**src/design/eps_pkg.sv**
```systemverilog
// Shared types, constants and the exp2 lookup table for the square oscillator.
// No dependencies; every other design file imports this package.
`timescale 1ns / 1ps

package eps_pkg;

	// Field and register widths.
	localparam int CV_W      = 17;
	localparam int WAVE_W    = 16;
	localparam int KNOB_W    = 13;
	localparam int STEP_W    = 23;
	localparam int CFG_IDX_W = 1;
	localparam int CFG_W     = STEP_W;

	// Oscillator sizing.
	localparam int PHASE_BITS        = 32;
	localparam int EXP_TABLE_ENTRIES = 64;
	localparam int FRAC_BITS         = 12;
	localparam int SEG_W             = $clog2(EXP_TABLE_ENTRIES + 1);
	localparam int EXP_W             = 32;
	localparam int OCT_W             = 4;
	localparam int U_W               = 16;
	localparam int SUM_W             = 18;
	localparam int MUL_W             = 32;
	localparam int PROD_W            = 2 * MUL_W;
	localparam int SHAMT_W           = 6;
	localparam int INC_SHIFT         = 48 - PHASE_BITS;
	localparam int TAYLOR_TERMS      = 15;

	// Fixed-point constants.
	localparam logic signed [SUM_W-1:0] PITCH_MAX  = 18'sd16384;
	localparam logic signed [SUM_W-1:0] PITCH_MIN  = -18'sd16384;
	localparam logic [SHAMT_W-1:0]      FREQ_SHIFT = 6'd34;
	localparam logic [MUL_W-1:0]        C4_Q16     = 32'd17146024;
	localparam logic [63:0]             LN2_Q30    = 64'd744261118;
	localparam logic [63:0]             ONE_Q30    = 64'd1073741824;
	localparam logic signed [WAVE_W-1:0] LEVEL_HIGH = 16'sd20480;
	localparam logic signed [WAVE_W-1:0] LEVEL_LOW  = -16'sd20480;

	// Register reset values.
	localparam logic [KNOB_W-1:0] KNOB_RESET = '0;
	localparam logic [STEP_W-1:0] STEP_RESET = 23'd89478;

	// Configuration register indexes.
	localparam logic [CFG_IDX_W-1:0] REG_KNOB_PITCH = 1'd0;
	localparam logic [CFG_IDX_W-1:0] REG_PHASE_STEP = 1'd1;

	typedef logic signed [CV_W-1:0]   cv_t;
	typedef logic signed [WAVE_W-1:0] wave_t;
	typedef logic [EXP_TABLE_ENTRIES:0][EXP_W-1:0] exp_rom_t;

	typedef enum logic [2:0] {
		ST_IDLE,
		ST_TABLE,
		ST_INTERP,
		ST_MANT,
		ST_FREQ,
		ST_SHIFT,
		ST_INC,
		ST_COMMIT
	} ctrl_state_t;

	typedef enum logic [1:0] {
		MUL_INTERP,
		MUL_FREQ,
		MUL_INC
	} mul_sel_t;

	typedef struct packed {
		logic     load_in;
		logic     rom_ld;
		logic     mul_en;
		mul_sel_t mul_sel;
		logic     mant_ld;
		logic     freq_ld;
		logic     commit;
	} dp_cmd_t;

	// Division of a Taylor term by its index, one literal divisor per arm.
	function automatic logic [63:0] div_by_term(input logic [63:0] v, input int unsigned i);
		case (i)
			1:  return v / 1;
			2:  return v / 2;
			3:  return v / 3;
			4:  return v / 4;
			5:  return v / 5;
			6:  return v / 6;
			7:  return v / 7;
			8:  return v / 8;
			9:  return v / 9;
			10: return v / 10;
			11: return v / 11;
			12: return v / 12;
			13: return v / 13;
			14: return v / 14;
			15: return v / 15;
			default: return v;
		endcase
	endfunction

	// Table of 2^(k/N) in Q2.30, built by an integer Taylor series of e^(x*ln2).
	function automatic exp_rom_t build_exp_rom();
		exp_rom_t    rom;
		logic [63:0] x;
		logic [63:0] y;
		logic [63:0] term;
		logic [63:0] sum;
		rom = '0;
		for (int k = 0; k <= EXP_TABLE_ENTRIES; k++) begin
			x    = (64'(k) << 30) / EXP_TABLE_ENTRIES;
			y    = (x * LN2_Q30) >> 30;
			term = ONE_Q30;
			sum  = ONE_Q30;
			for (int unsigned i = 1; i <= TAYLOR_TERMS; i++) begin
				term = div_by_term((term * y) >> 30, i);
				sum  = sum + term;
			end
			rom[k] = sum[EXP_W-1:0];
		end
		return rom;
	endfunction

	localparam exp_rom_t EXP_ROM = build_exp_rom();

endpackage

```
**src/design/eps_if.sv**
```systemverilog
// Valid/ready stream interfaces for the control-voltage input and the wave output.
// Depends on eps_pkg for the payload types.
`timescale 1ns / 1ps

interface eps_cv_if import eps_pkg::*; ();
	logic valid;
	logic ready;
	cv_t  cv_volts;

	modport source (output valid, output cv_volts, input ready);
	modport sink (input valid, input cv_volts, output ready);
	modport monitor (input valid, input cv_volts, input ready);
endinterface

interface eps_wave_if import eps_pkg::*; ();
	logic  valid;
	logic  ready;
	wave_t wave_level;

	modport source (output valid, output wave_level, input ready);
	modport sink (input valid, input wave_level, output ready);
	modport monitor (input valid, input wave_level, input ready);
endinterface

```
**src/design/eps_ctrl.sv**
```systemverilog
// Sequencing state machine for the oscillator: steps one word through the datapath.
// Depends on eps_pkg for the state and command types.
`timescale 1ns / 1ps

module eps_ctrl import eps_pkg::*; (
	input  logic    clk,
	input  logic    arst_n,
	input  logic    in_valid,
	output logic    in_ready,
	output logic    out_valid,
	input  logic    out_ready,
	output dp_cmd_t cmd
);

	ctrl_state_t state_q;
	ctrl_state_t state_d;
	logic        out_valid_q;
	logic        commit_fire;

	// The result slot is free when empty or being emptied this cycle.
	assign commit_fire = (state_q == ST_COMMIT) && (!out_valid_q || out_ready);

	always_comb begin
		state_d = state_q;
		unique case (state_q)
			ST_IDLE:   if (in_valid) state_d = ST_TABLE;
			ST_TABLE:  state_d = ST_INTERP;
			ST_INTERP: state_d = ST_MANT;
			ST_MANT:   state_d = ST_FREQ;
			ST_FREQ:   state_d = ST_SHIFT;
			ST_SHIFT:  state_d = ST_INC;
			ST_INC:    state_d = ST_COMMIT;
			ST_COMMIT: if (commit_fire) state_d = ST_IDLE;
			default:   state_d = ST_IDLE;
		endcase
	end

	always_comb begin
		cmd      = '0;
		cmd.mul_sel = MUL_INTERP;
		in_ready = 1'b0;
		unique case (state_q)
			ST_IDLE: begin
				in_ready    = 1'b1;
				cmd.load_in = in_valid;
			end
			ST_TABLE:  cmd.rom_ld = 1'b1;
			ST_INTERP: begin
				cmd.mul_en  = 1'b1;
				cmd.mul_sel = MUL_INTERP;
			end
			ST_MANT:   cmd.mant_ld = 1'b1;
			ST_FREQ: begin
				cmd.mul_en  = 1'b1;
				cmd.mul_sel = MUL_FREQ;
			end
			ST_SHIFT:  cmd.freq_ld = 1'b1;
			ST_INC: begin
				cmd.mul_en  = 1'b1;
				cmd.mul_sel = MUL_INC;
			end
			ST_COMMIT: cmd.commit = commit_fire;
			default: ;
		endcase
	end

	always_ff @(posedge clk or negedge arst_n) begin
		if (!arst_n) begin
			state_q     <= ST_IDLE;
			out_valid_q <= 1'b0;
		end else begin
			state_q <= state_d;
			if (commit_fire) begin
				out_valid_q <= 1'b1;
			end else if (out_ready) begin
				out_valid_q <= 1'b0;
			end
		end
	end

	assign out_valid = out_valid_q;

endmodule

```
**src/design/eps_dp.sv**
```systemverilog
// Datapath of the oscillator: pitch clamp, exp2 table and interpolation, one shared
// multiplier, octave shift and the phase accumulator. Depends on eps_pkg.
`timescale 1ns / 1ps

module eps_dp import eps_pkg::*; (
	input  logic                 clk,
	input  logic                 arst_n,
	input  logic                 cfg_we,
	input  logic [CFG_IDX_W-1:0] cfg_index,
	input  logic [CFG_W-1:0]     cfg_wdata,
	input  cv_t                  cv_volts,
	input  dp_cmd_t              cmd,
	output wave_t                wave_level
);

	logic [KNOB_W-1:0]       knob_q;
	logic [STEP_W-1:0]       step_q;
	logic [PHASE_BITS-1:0]   phase_q;

	logic [OCT_W-1:0]        oct_q;
	logic [FRAC_BITS-1:0]    frac_q;
	logic [FRAC_BITS-1:0]    rem_q;
	logic [EXP_W-1:0]        e_lo_q;
	logic [EXP_W-1:0]        diff_q;
	logic [MUL_W-1:0]        mant_q;
	logic [MUL_W-1:0]        freq_q;
	logic [PROD_W-1:0]       prod_q;
	wave_t                   wave_q;

	logic signed [SUM_W-1:0] pitch_sum;
	logic signed [SUM_W-1:0] pitch_clamped;
	logic [SUM_W-1:0]        u_full;
	logic [FRAC_BITS+SEG_W-1:0] seg_scaled;
	logic [SEG_W-1:0]        seg;
	logic [SEG_W-1:0]        seg_next;
	logic [MUL_W-1:0]        mul_a;
	logic [MUL_W-1:0]        mul_b;
	logic [SHAMT_W-1:0]      shamt;
	logic [PROD_W-1:0]       prod_shifted;
	logic [PHASE_BITS-1:0]   phase_next;

	// Pitch: knob plus control voltage, saturated to four volts each way.
	always_comb begin
		pitch_sum = $signed({{(SUM_W-KNOB_W){1'b0}}, knob_q})
			+ $signed({{(SUM_W-CV_W){cv_volts[CV_W-1]}}, cv_volts});
		if (pitch_sum > PITCH_MAX) begin
			pitch_clamped = PITCH_MAX;
		end else if (pitch_sum < PITCH_MIN) begin
			pitch_clamped = PITCH_MIN;
		end else begin
			pitch_clamped = pitch_sum;
		end
		u_full = $unsigned(pitch_clamped - PITCH_MIN);
	end

	// Table segment and interpolation weight from the octave fraction.
	always_comb begin
		seg_scaled = {{SEG_W{1'b0}}, frac_q} * (FRAC_BITS+SEG_W)'(EXP_TABLE_ENTRIES);
		seg        = seg_scaled[FRAC_BITS +: SEG_W];
		seg_next   = seg + SEG_W'(1);
	end

	// Operand selection for the shared multiplier.
	always_comb begin
		case (cmd.mul_sel)
			MUL_INTERP: begin
				mul_a = diff_q;
				mul_b = {{(MUL_W-FRAC_BITS){1'b0}}, rem_q};
			end
			MUL_FREQ: begin
				mul_a = mant_q;
				mul_b = C4_Q16;
			end
			MUL_INC: begin
				mul_a = freq_q;
				mul_b = {{(MUL_W-STEP_W){1'b0}}, step_q};
			end
			default: begin
				mul_a = '0;
				mul_b = '0;
			end
		endcase
	end

	assign shamt        = FREQ_SHIFT - {{(SHAMT_W-OCT_W){1'b0}}, oct_q};
	assign prod_shifted = prod_q >> shamt;
	assign phase_next   = phase_q + prod_q[INC_SHIFT +: PHASE_BITS];

	// Configuration registers and phase state.
	always_ff @(posedge clk or negedge arst_n) begin
		if (!arst_n) begin
			knob_q  <= KNOB_RESET;
			step_q  <= STEP_RESET;
			phase_q <= '0;
		end else begin
			if (cfg_we) begin
				unique case (cfg_index)
					REG_KNOB_PITCH: knob_q <= cfg_wdata[KNOB_W-1:0];
					REG_PHASE_STEP: step_q <= cfg_wdata[STEP_W-1:0];
					default: ;
				endcase
			end
			if (cmd.commit) begin
				phase_q <= phase_next;
			end
		end
	end

	// Working registers of the current word.
	always_ff @(posedge clk) begin
		if (cmd.load_in) begin
			oct_q  <= u_full[FRAC_BITS +: OCT_W];
			frac_q <= u_full[FRAC_BITS-1:0];
		end
		if (cmd.rom_ld) begin
			rem_q  <= seg_scaled[FRAC_BITS-1:0];
			e_lo_q <= EXP_ROM[seg];
			diff_q <= EXP_ROM[seg_next] - EXP_ROM[seg];
		end
		if (cmd.mul_en) begin
			prod_q <= mul_a * mul_b;
		end
		if (cmd.mant_ld) begin
			mant_q <= e_lo_q + prod_q[FRAC_BITS +: MUL_W];
		end
		if (cmd.freq_ld) begin
			freq_q <= prod_shifted[MUL_W-1:0];
		end
		if (cmd.commit) begin
			wave_q <= phase_next[PHASE_BITS-1] ? LEVEL_LOW : LEVEL_HIGH;
		end
	end

	assign wave_level = wave_q;

endmodule

```
**src/design/exp_pitch_square_oscillator_top.sv**
```systemverilog
// Top level of the exponential-pitch square oscillator.
// Depends on eps_pkg, eps_if, eps_ctrl and eps_dp.
`timescale 1ns / 1ps

// Usage
// Each word on the cv channel is one sample tick carrying a control voltage in
// volts with 12 fraction bits. The block adds the knob_pitch register, clamps the
// pitch to plus or minus 4 V, and forms 261.6276 * 2^pitch Hz with an interpolated
// exp2 table and an octave shift. The frequency times phase_step_per_hz advances a
// 32-bit phase accumulator, and each tick returns one word on the wave channel:
// +5 V while the new phase is non-negative, -5 V otherwise.
// After acceptance a word walks the table, interpolate, mantissa, frequency,
// shift, increment and commit states, then wave.valid rises. The block handles
// one word at a time, taking a new one only once the last is committed: the
// controller walks it through the single shared 32 x 32 multiplier, thrice per word.
// The wave output is a register, so cv.ready returns as soon as a result is in it,
// even if the receiver has not yet taken that result. If the receiver stalls
// longer, the next result waits in the final step and cv.ready stays low.
// Reset clears the phase, sets knob_pitch to 0 and phase_step_per_hz to 89478
// (a 48 kHz sample rate), and leaves the wave channel empty. Configuration writes
// take effect at once and should be made while no word is in flight.

module exp_pitch_square_oscillator_top import eps_pkg::*; (
	input  logic                 clk,
	input  logic                 arst_n,
	input  logic                 cfg_we,
	input  logic [CFG_IDX_W-1:0] cfg_index,
	input  logic [CFG_W-1:0]     cfg_wdata,
	eps_cv_if.sink               cv,
	eps_wave_if.source           wave
);

	dp_cmd_t cmd;

	// The controller owns the handshakes and the result-valid flag.
	eps_ctrl u_ctrl (
		.clk       (clk),
		.arst_n    (arst_n),
		.in_valid  (cv.valid),
		.in_ready  (cv.ready),
		.out_valid (wave.valid),
		.out_ready (wave.ready),
		.cmd       (cmd)
	);

	// The datapath holds the registers, the phase and the result word.
	eps_dp u_dp (
		.clk        (clk),
		.arst_n     (arst_n),
		.cfg_we     (cfg_we),
		.cfg_index  (cfg_index),
		.cfg_wdata  (cfg_wdata),
		.cv_volts   (cv.cv_volts),
		.cmd        (cmd),
		.wave_level (wave.wave_level)
	);

endmodule

```
**src/flat_wrapper.sv**
```systemverilog
// flat-port wrapper written by rule: the top's interface ports become plain ports
module exp_pitch_square_oscillator_top_flat import eps_pkg::*;
  (clk, arst_n, cfg_we, cfg_index, cfg_wdata, cv_valid, cv_cv_volts, cv_ready, wave_valid, wave_wave_level, wave_ready);
  eps_cv_if cv_i ();
  eps_wave_if wave_i ();
  input  logic clk;
  input  logic arst_n;
  input  logic cfg_we;
  input  logic [CFG_IDX_W-1:0] cfg_index;
  input  logic [CFG_W-1:0] cfg_wdata;
  input wire logic [$bits(cv_i.valid)-1:0] cv_valid;
  input wire logic [$bits(cv_i.cv_volts)-1:0] cv_cv_volts;
  output wire logic [$bits(cv_i.ready)-1:0] cv_ready;
  output wire logic [$bits(wave_i.valid)-1:0] wave_valid;
  output wire logic [$bits(wave_i.wave_level)-1:0] wave_wave_level;
  input wire logic [$bits(wave_i.ready)-1:0] wave_ready;
  assign cv_i.valid = cv_valid;
  assign cv_i.cv_volts = cv_cv_volts;
  assign cv_ready = cv_i.ready;
  assign wave_valid = wave_i.valid;
  assign wave_wave_level = wave_i.wave_level;
  assign wave_i.ready = wave_ready;
  exp_pitch_square_oscillator_top u_core (.clk(clk), .arst_n(arst_n), .cfg_we(cfg_we), .cfg_index(cfg_index), .cfg_wdata(cfg_wdata), .cv(cv_i), .wave(wave_i));
endmodule
```
**config.mk**
```make
export PLATFORM = sky130hd
export DESIGN_NAME = exp_pitch_square_oscillator_top_flat
export DESIGN_NICKNAME = d
export VERILOG_FILES = /design/src/design/eps_pkg.sv /design/src/design/eps_if.sv /design/src/design/eps_ctrl.sv /design/src/design/eps_dp.sv /design/src/design/exp_pitch_square_oscillator_top.sv /design/src/flat_wrapper.sv
export SDC_FILE = /design/constraint.sdc
export NUM_CORES = 2
export LEC_CHECK = 0
export ABC_AREA = 0
export BUFFER_PORTS_ARGS = -buffer_cell sky130_fd_sc_hd__clkbuf_2
export CAP_MARGIN = 20
export CORE_MARGIN = 1
export CORE_UTILIZATION = 43
export DETAILED_ROUTE_END_ITERATION = 10
export PLACE_DENSITY_LB_ADDON = 0.2
export SETUP_SLACK_MARGIN = 0.3
export SLEW_MARGIN = 20
export SYNTH_ARGS = -nofsm -noshare
export SYNTH_HDL_FRONTEND = slang
export SYNTH_SLANG_ARGS = --single-unit
export TNS_END_PERCENT = 10
```
**constraint.sdc**
```tcl
create_clock -name clk -period 9.7 [get_ports clk]
set_input_delay 1.94 -clock clk [delete_from_list [all_inputs] [get_ports clk]]
set_output_delay 1.94 -clock clk [all_outputs]
set_load 0.02 [all_outputs]
```
==> metrics.md <==
| Metric | Value |
|---|---|
| Status | finished clean |
| DR WL/cell | 27.9 um |
| Worst rel slew slack | 0.280 |
| # DRC | 0 |
| Fill cells | 11300 |
| Final hold vios | 0 |
| Routed WL | 207000 um |
| Final layout net count | 6960 |
| Top Ports | 64 |
| Layout cells sized above 1 | 0.0870 |
| 1st-iter DRT viols | 5721 |
| Asr flop ratio synth | 0.231 |
| Post-synthesis cell area | 50200 um^2 |
| Primary FF master, synth | edfxtp_1 |
| Reg-to-Reg End | u_core.u_dp.prod_q[42] |
| Crit path arrival time | 9.77 ns |
| Crit path largest cell delay | 0.60 ns |
| Die width | 344 um |
| Register bit total from synthesis | 312 |
| Longest Clk Path Bufs | 3 |
| Cts bufs inserted | 37 |
| Layout Skew | 0.0285 ns |
| Commonest non-fill, non-tap cell in the layout | inv_1 |
| Sequential share of the synthesized area | 0.174 |
| CTS tree | built |
| Yosys Warn Count | 0 |
| Final setup viols | 0 |
| Fmax achieved | 0.106 GHz |
| Startpoint Class | register |
| Crit share post-route | 0.973 |
| Clk sinks | 312 |
| DPL Wire Length | 165000 um |
| CP max FO | 9 |
| Yosys cell types | 92 |
| Hold Path Depth | 0 |
| Slew Viols, Final | 0 |
| CP endpoint kind | register |
| Antenna-violating nets left | 0 |
| Least-Margin Pin Slew | 1.08 ns |
| Mapped Cells | 5900 |
| Worst setup path startpoint | u_core.u_ctrl.state_q[2] |
| CTS clk-pin slew, worst paths | 0.07 ns |
| Vias in the first global route | 43700 |
| GP Congestion | 1.07 |
| Maximum number of pins on one net before global-route repair | 69 |
| GR Util All Layers | 0.350 |
| Crit-path most repeated cell | fa_1 |
| First-pass DRT Iterations | 9 |
| Synth-to-Final Area Change | 7.88% |
| Tightest Hold Check Type | register to register |
| Hold Buf Count CTS | 0 |
| Overflow after GRT | 0 |
| CTS H-Tree Depth | 2 |
| Worst skew pair latency | 0.60 ns |
| Buffers on Ports | 50 |
| Core footprint | 115000 um^2 |
| Number of core rows | 124 |
| Syn_area_per_cell | 8.51 um^2 |
| Crit path time final | 9.44 ns |
| RSZ-0062 raised after global routing | true |
| Max-Cap Viols | 0 |
| Hold Path Sink | u_core.u_dp.rem_q[7] |
| DR vias | 44800 |
| Drt via density | 6.04 |
| Post-Route Setup TNS | 0 ns |
| Min-Delay Startpoint | u_core.u_dp.frac_q[1] |
| Initial Utilization | 0.437 |
| Die H | 344 um |
| Worst reg2reg path depth | 32 |
| R2r startpoint | u_core.u_ctrl.state_q[2] |
| Commonest non-fill, non-tap cells in the layout | 871 x inv_1, 750 x nand2_1, 661 x fa_1, 646 x nor2_1, 370 x ha_1 |
| Slowest cell on crit path | fa_1 |
| Die ar. | 118000 um^2 |
| Internal reg-to-reg setup slack | 0.26 ns |
| Clock root buffer | clkbuf_16 |
| Required @ worst endpoint | 10.04 ns |
| Setup CP Type | register to register |
| Initial antenna violation count | 4 |
| Number of synthesized flops with an enable pin | 210 |
| First-pass GRT wire length | 302000 um |
==> layout make-up <==
cell class,count,area (um^2),area share
Antenna cell,1,2.50,0.0000462
Clock buffer,44,986,0.0182
Clock inverter,22,199,0.00367
Inverter,878,3300,0.0609
Multi-Input combinational cell,4391,37200,0.686
Sequential cell,312,8720,0.161
Tap cell,1512,1890,0.0349
Timing Repair Buffer,261,1890,0.0349
==> sequential cells by signal (all words and copies together), names as in the netlist, 13 cells and up, named ones only <==
signal	count
u_core.u_dp.diff_q	32
u_core.u_dp.knob_q	13
u_core.u_dp.e_lo_q	30
u_core.u_dp.step_q	23
u_core.u_dp.prod_q	60
u_core.u_dp.freq_q	32
u_core.u_dp.mant_q	32
u_core.u_dp.phase_q	32
==> synth_stat cells, types with 51 or more instances <==
cell        n  area [um^2]
a211oi_1   65          488
a21o_1     91          683
a21oi_1   327         1640
and3_1     72          450
clkbuf_1  259          972
dfrtp_1    63         1580
edfxtp_1  210         6310
fa_1      661        13200
ha_1      372         4650
inv_1     873         3280
mux2i_1    72          721
nand2_1   752         2820
nand3_1    78          390
nor2_1    650         2440
nor3_1     90          450
o211ai_1   60          450
o21ai_0   276         1380
xnor2_1    96          841
xor2_1     51          447
==> repair_timing <==
| action | 4_1_cts | 5_1_grt |
|---|---|---|
| endpoints found under the setup margin | 12 | 9 |
| resized for setup | 11 | 23 |
| cloned | 1 | 0 |
| pin swaps | 1 | 0 |
| buffers inserted | 2 | 0 |
==> logic make-up after synthesis <==
family                     share of synthesized area
xor gates and xnor gates                      0.0257
DFF                                            0.174
buffers and inverters                         0.0930
and+or+nand+nor                                0.157
other                                       0.000150
AOI/OAI and AO/OA                              0.155
adders and majority gates                      0.356
muxes                                         0.0384
==> stage by stage <==
stage                     std cells  cell area (um^2)  setup slack, ns  utilization  hold WS, ns
after floorplan                5911             50200             1.19            -        0.400
after global placement         7350             52800           -0.272        0.459        0.405
after detailed placement       7350             52800           -0.276        0.459        0.407
after CTS                      7419             54000            0.260        0.470        0.418
after global routing           7420             54100            0.107        0.471        0.433
final                          7421             54100            0.262        0.471        0.424
==> per-layer routing <==
metal | share of wire | up-vias | routed length (um) | GRT usage
met4 | 0.051 | 4 | 10600 | 0.146
met5 | 0.00014 | - | 28 | 0
met2 | 0.44 | 2467 | 90600 | 0.537
li1 | - | 19600 | - | -
met3 | 0.094 | 463 | 19400 | 0.0635
met1 | 0.42 | 22300 | 86300 | 0.487
==> worst max-delay path: cells and delay by family (launching register included) <==
family	cells	cell delay (ns)
and+or+nand+nor	8	1.61
DFF	1	0.46
xor gates and xnor gates	1	0.14
buffers and inverters	8	1.12
adders and majority gates	8	3.88
AOI/OAI and AO/OA	7	1.95
==> worst max path at each step <==
stage / end / cells past startpoint
floorplan: u_core.u_dp.prod_q[44] / 33
global route: u_core.u_dp.prod_q[42] / 32
CTS: u_core.u_dp.prod_q[42] / 32
finish: u_core.u_dp.prod_q[42] / 32
detailed placement: u_core.u_dp.prod_q[58] / 31
global placement: u_core.u_dp.prod_q[58] / 30
Power is not shown: default switching activity piles up to over one toggle a cycle in this logic, so the estimate is an artifact.
